==> src/rtl/core/apbo_pkg.sv <==
package apbo_pkg;

    // Default capacity of the box store for one frame.
    localparam int MAX_BOXES_DEF = 32;

    // Edge values are 18-bit two's complement, wide enough for every box.
    localparam int EDGE_W = 18;

    // Result indices are 5-bit fields.
    localparam int INDEX_W = 5;

    // Sequencer states.
    typedef enum logic [3:0] {
        S_IDLE  = 4'b0001,
        S_EDGE  = 4'b0010,
        S_SCAN  = 4'b0100,
        S_CLOSE = 4'b1000
    } t_state;

    // One stored box: its left, right, top and bottom edges side by side.
    typedef struct packed {
        logic signed [EDGE_W-1:0] left;
        logic signed [EDGE_W-1:0] right;
        logic signed [EDGE_W-1:0] top;
        logic signed [EDGE_W-1:0] bottom;
    } t_box;

endpackage

==> src/rtl/core/all_pairs_box_overlap.sv <==
// A box is taken when start is high and busy is low; busy then stays high through the edge,
// scan and close states, the scan being skipped when the store is full.
// The stored boxes are read back from one memory port, one box per cycle.
// Hit beats follow one per overlapping box; the closing beat shows in the first idle cycle.
// Each result beat is shown for one cycle only; the receiver cannot stall the block.
// Synchronous active-low reset empties the store and clears the overflow flag at once.
module all_pairs_box_overlap
    import apbo_pkg::*;
#(
    parameter int MAX_BOXES = MAX_BOXES_DEF
) (
    input  logic                      i_clk,
    input  logic                      i_rst_n,
    input  logic                      start,
    output logic                      busy,
    input  logic signed [15:0]        i_pos_x,
    input  logic signed [15:0]        i_pos_y,
    input  logic signed [15:0]        i_off_x,
    input  logic signed [15:0]        i_off_y,
    input  logic        [11:0]        i_dim_x,
    input  logic        [11:0]        i_dim_y,
    input  logic        [3:0]         i_scale_x,
    input  logic        [3:0]         i_scale_y,
    input  logic                      i_frame_end,
    output logic                      o_strobe,
    output logic        [INDEX_W-1:0] o_first_index,
    output logic        [INDEX_W-1:0] o_second_index,
    output logic                      o_hit,
    output logic                      o_overflow,
    output logic                      o_last
);

    localparam int IW = $clog2(MAX_BOXES);
    localparam int CW = $clog2(MAX_BOXES + 1);
    localparam logic [CW-1:0] FULL_COUNT = CW'(MAX_BOXES);

    t_state r_state;
    t_state n_state;

    // Captured input beat.
    logic signed [15:0] r_pos_x;
    logic signed [15:0] r_pos_y;
    logic signed [15:0] r_off_x;
    logic signed [15:0] r_off_y;
    logic        [11:0] r_dim_x;
    logic        [11:0] r_dim_y;
    logic        [3:0]  r_scale_x;
    logic        [3:0]  r_scale_y;
    logic               r_frame_end;

    // Edges of the current box.
    t_box r_cur;

    // Frame bookkeeping.
    logic [CW-1:0] r_count;
    logic          r_ovf;

    // Scan pipeline: read issue index, then compare stage.
    logic [CW-1:0] r_rd_idx;
    logic          r_cmp_vld;
    logic [IW-1:0] r_cmp_idx;
    t_box          r_rd_data;

    // Store of earlier boxes.
    t_box r_mem [MAX_BOXES];

    // Result register.
    logic               r_strobe;
    logic [INDEX_W-1:0] r_first;
    logic [INDEX_W-1:0] r_second;
    logic               r_hit;
    logic               r_ovf_out;
    logic               r_last;

    logic accept;
    logic full;
    logic rd_en;
    logic wr_en;
    logic overlap;
    logic signed [EDGE_W-1:0] n_left;
    logic signed [EDGE_W-1:0] n_top;
    logic        [15:0]       prod_x;
    logic        [15:0]       prod_y;

    assign busy   = (r_state != S_IDLE);
    assign accept = start && !busy;
    assign full   = (r_count == FULL_COUNT);
    assign rd_en  = (r_state == S_SCAN) && (r_rd_idx != r_count);
    assign wr_en  = (r_state == S_CLOSE) && !full;

    // Edge arithmetic: one add for the near edge, a small product for the extent.
    assign n_left = EDGE_W'(r_pos_x) + EDGE_W'(r_off_x);
    assign n_top  = EDGE_W'(r_pos_y) + EDGE_W'(r_off_y);
    assign prod_x = 16'(r_dim_x) * 16'(r_scale_x);
    assign prod_y = 16'(r_dim_y) * 16'(r_scale_y);

    // Inclusive overlap test against the stored box just read.
    assign overlap = (r_cur.right >= r_rd_data.left) && (r_cur.left <= r_rd_data.right) &&
                     (r_cur.bottom >= r_rd_data.top) && (r_cur.top <= r_rd_data.bottom);

    // Sequencer next state.
    always_comb begin
        n_state = r_state;
        case (r_state)
            S_IDLE: begin
                if (accept) n_state = S_EDGE;
            end
            S_EDGE: begin
                n_state = full ? S_CLOSE : S_SCAN;
            end
            S_SCAN: begin
                if (r_rd_idx == r_count) n_state = S_CLOSE;
            end
            S_CLOSE: begin
                n_state = S_IDLE;
            end
            default: begin
                n_state = S_IDLE;
            end
        endcase
    end

    // Control registers.
    always_ff @(posedge i_clk) begin
        if (!i_rst_n) begin
            r_state   <= S_IDLE;
            r_count   <= '0;
            r_ovf     <= 1'b0;
            r_rd_idx  <= '0;
            r_cmp_vld <= 1'b0;
            r_strobe  <= 1'b0;
        end else begin
            r_state   <= n_state;
            r_cmp_vld <= rd_en;
            r_strobe  <= (r_cmp_vld && overlap) || (r_state == S_CLOSE);
            if (r_state == S_EDGE) begin
                r_rd_idx <= '0;
            end else if (rd_en) begin
                r_rd_idx <= r_rd_idx + 1'b1;
            end
            if (r_state == S_CLOSE) begin
                if (r_frame_end) begin
                    r_count <= '0;
                    r_ovf   <= 1'b0;
                end else if (full) begin
                    r_ovf <= 1'b1;
                end else begin
                    r_count <= r_count + 1'b1;
                end
            end
        end
    end

    // Input capture and edge registers.
    always_ff @(posedge i_clk) begin
        if (accept) begin
            r_pos_x     <= i_pos_x;
            r_pos_y     <= i_pos_y;
            r_off_x     <= i_off_x;
            r_off_y     <= i_off_y;
            r_dim_x     <= i_dim_x;
            r_dim_y     <= i_dim_y;
            r_scale_x   <= i_scale_x;
            r_scale_y   <= i_scale_y;
            r_frame_end <= i_frame_end;
        end
        if (r_state == S_EDGE) begin
            r_cur.left   <= n_left;
            r_cur.top    <= n_top;
            r_cur.right  <= n_left + $signed({2'b00, prod_x});
            r_cur.bottom <= n_top + $signed({2'b00, prod_y});
        end
    end

    // Box store: one read port for the scan, one write at the close.
    always_ff @(posedge i_clk) begin
        if (rd_en) begin
            r_rd_data <= r_mem[r_rd_idx[IW-1:0]];
            r_cmp_idx <= r_rd_idx[IW-1:0];
        end
        if (wr_en) begin
            r_mem[r_count[IW-1:0]] <= r_cur;
        end
    end

    // Result register: hit beats from the compare stage, closing beat at the close.
    always_ff @(posedge i_clk) begin
        if (r_state == S_CLOSE) begin
            r_first   <= '0;
            r_second  <= full ? '0 : INDEX_W'(r_count);
            r_hit     <= 1'b0;
            r_ovf_out <= full ? 1'b1 : r_ovf;
            r_last    <= 1'b1;
        end else begin
            r_first   <= INDEX_W'(r_cmp_idx);
            r_second  <= INDEX_W'(r_count);
            r_hit     <= 1'b1;
            r_ovf_out <= r_ovf;
            r_last    <= 1'b0;
        end
    end

    assign o_strobe       = r_strobe;
    assign o_first_index  = r_first;
    assign o_second_index = r_second;
    assign o_hit          = r_hit;
    assign o_overflow     = r_ovf_out;
    assign o_last         = r_last;

    // An accepted box always makes the block busy in the next cycle.
    a_accept_busy: assert property (@(posedge i_clk) disable iff (!i_rst_n)
        accept |=> busy)
        else $error("accepted box did not raise busy");

    // Every beat is either a hit or the closing beat, never both.
    a_hit_xor_last: assert property (@(posedge i_clk) disable iff (!i_rst_n)
        o_strobe |-> (o_hit != o_last))
        else $error("result beat is both or neither hit and closing");

    // The closing beat is followed by a quiet cycle.
    a_close_quiet: assert property (@(posedge i_clk) disable iff (!i_rst_n)
        (o_strobe && o_last) |=> !o_strobe)
        else $error("result beat right after a closing beat");

    // The store never holds more boxes than its capacity.
    a_count_bound: assert property (@(posedge i_clk) disable iff (!i_rst_n)
        r_count <= FULL_COUNT)
        else $error("box count beyond capacity");

    // No read is issued outside the scan.
    a_read_in_scan: assert property (@(posedge i_clk) disable iff (!i_rst_n)
        r_cmp_vld |-> $past(r_state == S_SCAN))
        else $error("compare stage fed outside the scan");

endmodule

==> config.mk <==
export PLATFORM = sky130hd
export DESIGN_NAME = all_pairs_box_overlap
export DESIGN_NICKNAME = d
export VERILOG_FILES = /design/src/rtl/core/apbo_pkg.sv /design/src/rtl/core/all_pairs_box_overlap.sv
export SDC_FILE = /design/constraint.sdc
export NUM_CORES = 2
export LEC_CHECK = 0
export BUFFER_PORTS_ARGS = -buffer_cell sky130_fd_sc_hd__buf_2
export CAP_MARGIN = 20
export CORE_MARGIN = 2
export CORE_UTILIZATION = 55
export DETAILED_ROUTE_END_ITERATION = 8
export GPL_ROUTABILITY_DRIVEN = 0
export GPL_TIMING_DRIVEN = 0
export HOLD_SLACK_MARGIN = 0.1
export PLACE_DENSITY_LB_ADDON = 0.25
export SLEW_MARGIN = 10
export SYNTH_ARGS = -nofsm -noshare
export SYNTH_HDL_FRONTEND = slang
export SYNTH_SLANG_ARGS = --single-unit
==> constraint.sdc <==
create_clock -name i_clk -period 7.11 [get_ports i_clk]
set_input_delay 0.3555 -clock i_clk [delete_from_list [all_inputs] [get_ports i_clk]]
set_output_delay 0.3555 -clock i_clk [all_outputs]
set_load 0.02 [all_outputs]
==> results summary <==
The most common cell after layout, fill and taps aside is sky130_fd_sc_hd__edfxtp_1. The measured slew at the worst slew-check pin is between 1 and 1.5 ns. The maximum clock frequency came out at 173 MHz.

Synthesis produced ~4600 cells. The worst setup path is of the register to register kind. The minimum period implied by the final worst setup slack is a little under 6 ns.

The via count came out at just over 50000. Sorting the synthesized cells by area gives the leading types as sky130_fd_sc_hd__edfxtp_1, sky130_fd_sc_hd__mux4_2, sky130_fd_sc_hd__ha_1, sky130_fd_sc_hd__fa_1, sky130_fd_sc_hd__mux2_2. The via count of the first global-routing pass is roughly 51000. The run finished with clean final reports. The synthesized netlist occupies a cell area of ~0.10 sq mm. The number of buffers added by the clock tree synthesis step came out at around 240. The synthesized net count is 4911. The highest fanout seen on the critical path is 10.

The static leakage is roughly 38 nW. For this run, the register share of the synthesized area comes to 0.747. The largest family of logic cells by synthesized area is multiplexers. Setup repair after global routing left no endpoint under its margin. The count of clock tree sinks came out at around 2500. The post-route antenna net violation count came out at 0. The number of remaining DRC errors came out at 0. The number of instances in the placed design is roughly 7300. Dividing the detail-routed via count by the number of cells gives between 6 and 7. The HPWL after detailed placement is about 170 mm.

TritonCTS built the clock tree. The count of synthesis-stage warnings from yosys came out at 0. The endpoint arrival time on the critical path came out at ~6.4 ns. Counting flops with an async set or reset pin after synthesis yields a share of 0. The floorplan core area is ~0.18 sq mm. Setup violations remaining at the end of the flow were counted as 0. The worst hold path belongs to the class input port to register. The tree is rooted in a sky130_fd_sc_hd__clkbuf_16. The worst hold path depth is 2.

The most used flip-flop cell after synthesis is sky130_fd_sc_hd__edfxtp_1. The depth of the worst register-to-register path is 20. The max-cap check violation count came out at 0. The die area is roughly 0.19 sq mm. STA classifies the critical path endpoint as a register. The number of failing hold endpoints at the final stage is 0. Of the post-synthesis cell area, the dominant cell type holds 0.740.

The average routed wire per standard cell came out at ~33 microns. The worst-case setup slack after placement came out at approximately 1.4 ns. The deepest clock path buffer count came out at 3. The post-synthesis compound-gate area fraction came out at 0.0161.

The tightest slew margin relative to the limit is 0.223. The worst setup path is launched from a register. The average footprint of a synthesized cell came out at about 22 sq um. The total global routing track utilization is 0.281. The data required time of the critical path is 7.72 ns. Of the total synthesized cell area, the portion taken by XOR and XNOR cells is 0.00714. Clock skew on the completed layout was measured at 0.0427 ns. The maximum number of pins on one net before global-route repair is 64. The initial antenna violation count came to 9.

At the later pin of the worst-skew pair, clock insertion delay measures about 0.9 ns. The portion of the clock cycle consumed by the worst path in the final layout came out at 0.813. Pin placement for this block handled 115 I/O pins.

The overall die height is 432 microns. The row count is about 160. Of the total synthesized cell area, the portion taken by AND, OR, NAND and NOR gates is 0.0194.

The minimum setup slack in the final design is between 1 and 1.5 ns. The initial cell density of the core came out at 0.552. VDD sags by at most roughly 280 uV.

Yosys mapped a number of flops with a built-in enable equal to between 2000 and 2500. The routed design has between 200 and 300 mm of wire. The H-tree was split into 4 levels. After the first detailed-routing iteration, the DRC count stood at roughly 7000.

The distinct cell type count after synthesis came out at between 60 and 70. In the final layout, the share of cells above drive strength 1 is 0.286. Relative to the synthesized area, the layout overhead comes to 16.6%. The horizontal extent of the die came out at between 400 and 500 microns. In this run the tool buffered the top-level ports with around 110 buffer cells. The top cell types in the final layout, fill and taps aside, are sky130_fd_sc_hd__edfxtp_1, sky130_fd_sc_hd__mux4_2, sky130_fd_sc_hd__clkbuf_16, sky130_fd_sc_hd__ha_1, sky130_fd_sc_hd__buf_2. The remaining global-route overflow came out at 0. The number of fillers in the final layout came out at approximately 11000. The cell taking the most area after synthesis is sky130_fd_sc_hd__edfxtp_1. The power density normalized to cell area is about 260 mW/mm^2. For this run, the number of standard cells in the final layout without fillers is 7846. The count of final max-slew check failures came out at 0.

The number of optimization iterations in the first detailed-route pass came out at 5. The number of nets in the layout came out at approximately 5600. The adder-cell share of the synthesized area came out at 0.0313. The global-route wire length before repair is between 300 and 400 mm. The number of synthesized register bits came out at between 2000 and 3000. Clock-pin slew was measured on the worst setup and hold paths at ~0.070 ns. The share of cell area taken by muxes after synthesis came out at 0.165.
[layer usage]
layer | GRT usage | wire length, microns | vias up
met1 | 0.378 | 95000 | 26700
met2 | 0.471 | 131000 | 2899
li1 | - | - | 20400
met3 | 0.0530 | 25700 | 429
met4 | 0.0874 | 7750 | 4
met5 | 0 | 28 | -
[sequential cells by signal, summed over array words and instances (netlist names), 4 cells and up]
| name | count |
|---|---|
| o_first_index | 5 |
| o_second_index | 5 |
| r_cmp_idx | 5 |
| r_count | 6 |
| r_cur | 70 |
| r_dim_x | 12 |
| r_dim_y | 12 |
| r_mem | 2240 |
| r_off_x | 16 |
| r_off_y | 16 |
| r_pos_x | 16 |
| r_pos_y | 16 |
| r_rd_data | 70 |
| r_rd_idx | 6 |
| r_scale_x | 4 |
| r_scale_y | 4 |
| r_state | 4 |
[cells by family after synthesis]
kind of cell,count (synthesis)
flip-flops,2514
AO/OA/AOI/OAI,252
XOR/XNOR,82
adder cells (fa/ha/maj),225
buffers and inverters,353
multiplexers,773
AND/OR/NAND/NOR,387
[path summary, 6_finish.rpt]
check               start           to  slack [ns]
min reg2reg         r_ovf   o_overflow        0.44
max reg2reg  r_scale_x[2]    r_cur[51]        1.33
max          r_scale_x[2]    r_cur[51]        1.33
min           i_frame_end  r_frame_end        0.17
[cell type report]
cell class	instances	area (sq um)	area share
multi-input combinational	1719	24300	0.207
clock buffer	283	6060	0.0516
antenna	10	25.0	0.000213
inverter	169	634	0.00541
clock inverter	157	1450	0.0123
timing repair buffer	425	5920	0.0504
buffer	184	846	0.00721
tap	2385	2980	0.0254
sequential	2514	75200	0.641
[worst max-delay path: stages (launching register included)]
cell,delay (ns)
sky130_fd_sc_hd__edfxtp_1,0.41
sky130_fd_sc_hd__clkbuf_1,0.38
sky130_fd_sc_hd__nand2_1,0.13
sky130_fd_sc_hd__fa_1,0.53
sky130_fd_sc_hd__inv_1,0.05
sky130_fd_sc_hd__fa_1,0.48
sky130_fd_sc_hd__fa_1,0.43
sky130_fd_sc_hd__a21o_1,0.19
sky130_fd_sc_hd__a21oi_1,0.25
sky130_fd_sc_hd__nor2b_1,0.11
sky130_fd_sc_hd__o21a_1,0.17
sky130_fd_sc_hd__nor2_1,0.11
sky130_fd_sc_hd__xnor2_1,0.21
sky130_fd_sc_hd__ha_1,0.34
sky130_fd_sc_hd__and2_1,0.20
sky130_fd_sc_hd__a311o_1,0.31
sky130_fd_sc_hd__a31oi_1,0.37
sky130_fd_sc_hd__a211oi_1,0.20
sky130_fd_sc_hd__or3_1,0.38
sky130_fd_sc_hd__a21oi_1,0.19
sky130_fd_sc_hd__xnor2_1,0.08
[through the flow]
step | instance area (sq um) | utilization | hold WS, ns | setup TNS [ns] | power [W]
after global routing | 117000 | 0.643 | 0.173 | 0 | 0.0317
final | 117000 | 0.643 | 0.172 | 0 | 0.0308
after global placement | 104000 | 0.571 | 0.412 | -6360.82 | 0.0186
after floorplan | 101000 | - | 0.401 | 0 | 0.0181
after CTS | 117000 | 0.639 | 0.134 | 0 | 0.0308
after detailed placement | 108000 | 0.592 | 0.414 | 0 | 0.0187
[cells in the mapped netlist, types with 5 or more instances]
| cell | number |
|---|---|
| sky130_fd_sc_hd__a31oi_1 | 11 |
| sky130_fd_sc_hd__buf_6 | 9 |
| sky130_fd_sc_hd__buf_2 | 53 |
| sky130_fd_sc_hd__and3_1 | 7 |
| sky130_fd_sc_hd__edfxtp_1 | 2482 |
| sky130_fd_sc_hd__nand3b_1 | 5 |
| sky130_fd_sc_hd__a21oi_1 | 83 |
| sky130_fd_sc_hd__ha_1 | 181 |
| sky130_fd_sc_hd__nor2_1 | 104 |
| sky130_fd_sc_hd__a211o_1 | 5 |
| sky130_fd_sc_hd__xnor2_1 | 58 |
| sky130_fd_sc_hd__a21o_1 | 28 |
| sky130_fd_sc_hd__nand2b_1 | 16 |
| sky130_fd_sc_hd__o21ai_0 | 46 |
| sky130_fd_sc_hd__buf_1 | 16 |
| sky130_fd_sc_hd__xor2_1 | 24 |
| sky130_fd_sc_hd__o211ai_1 | 6 |
| sky130_fd_sc_hd__mux4_2 | 700 |
| sky130_fd_sc_hd__or3_1 | 6 |
| sky130_fd_sc_hd__nor4_1 | 5 |
| sky130_fd_sc_hd__nand2_1 | 81 |
| sky130_fd_sc_hd__nand4_1 | 17 |
| sky130_fd_sc_hd__nor2b_1 | 30 |
| sky130_fd_sc_hd__mux2_2 | 71 |
| sky130_fd_sc_hd__inv_1 | 169 |
| sky130_fd_sc_hd__o21a_1 | 14 |
| sky130_fd_sc_hd__and2_1 | 68 |
| sky130_fd_sc_hd__o21bai_1 | 5 |
| sky130_fd_sc_hd__nor3_1 | 20 |
| sky130_fd_sc_hd__a211oi_1 | 16 |
| sky130_fd_sc_hd__fa_1 | 44 |
| sky130_fd_sc_hd__dfxtp_1 | 32 |
| sky130_fd_sc_hd__nand3_1 | 12 |
| sky130_fd_sc_hd__clkbuf_1 | 106 |
[repair_timing]
item                                    in CTS  in global routing
setup buffers                                0                  0
resized for setup                            0                  0
hold buffers                                99                  0
endpoints found under the setup margin       0                  0
endpoints found under the hold margin      106                  0
[power breakdown]
group	internal, W	total, W	switching, W	leakage [nW]
logic	0.000824	0.00200	0.00118	11.4
registers	0.0164	0.0165	0.0000994	22.6
clock network	0.00688	0.0124	0.00548	3.66
total	0.0241	0.0308	0.00676	37.6
Power figures use the tool's default switching activity.
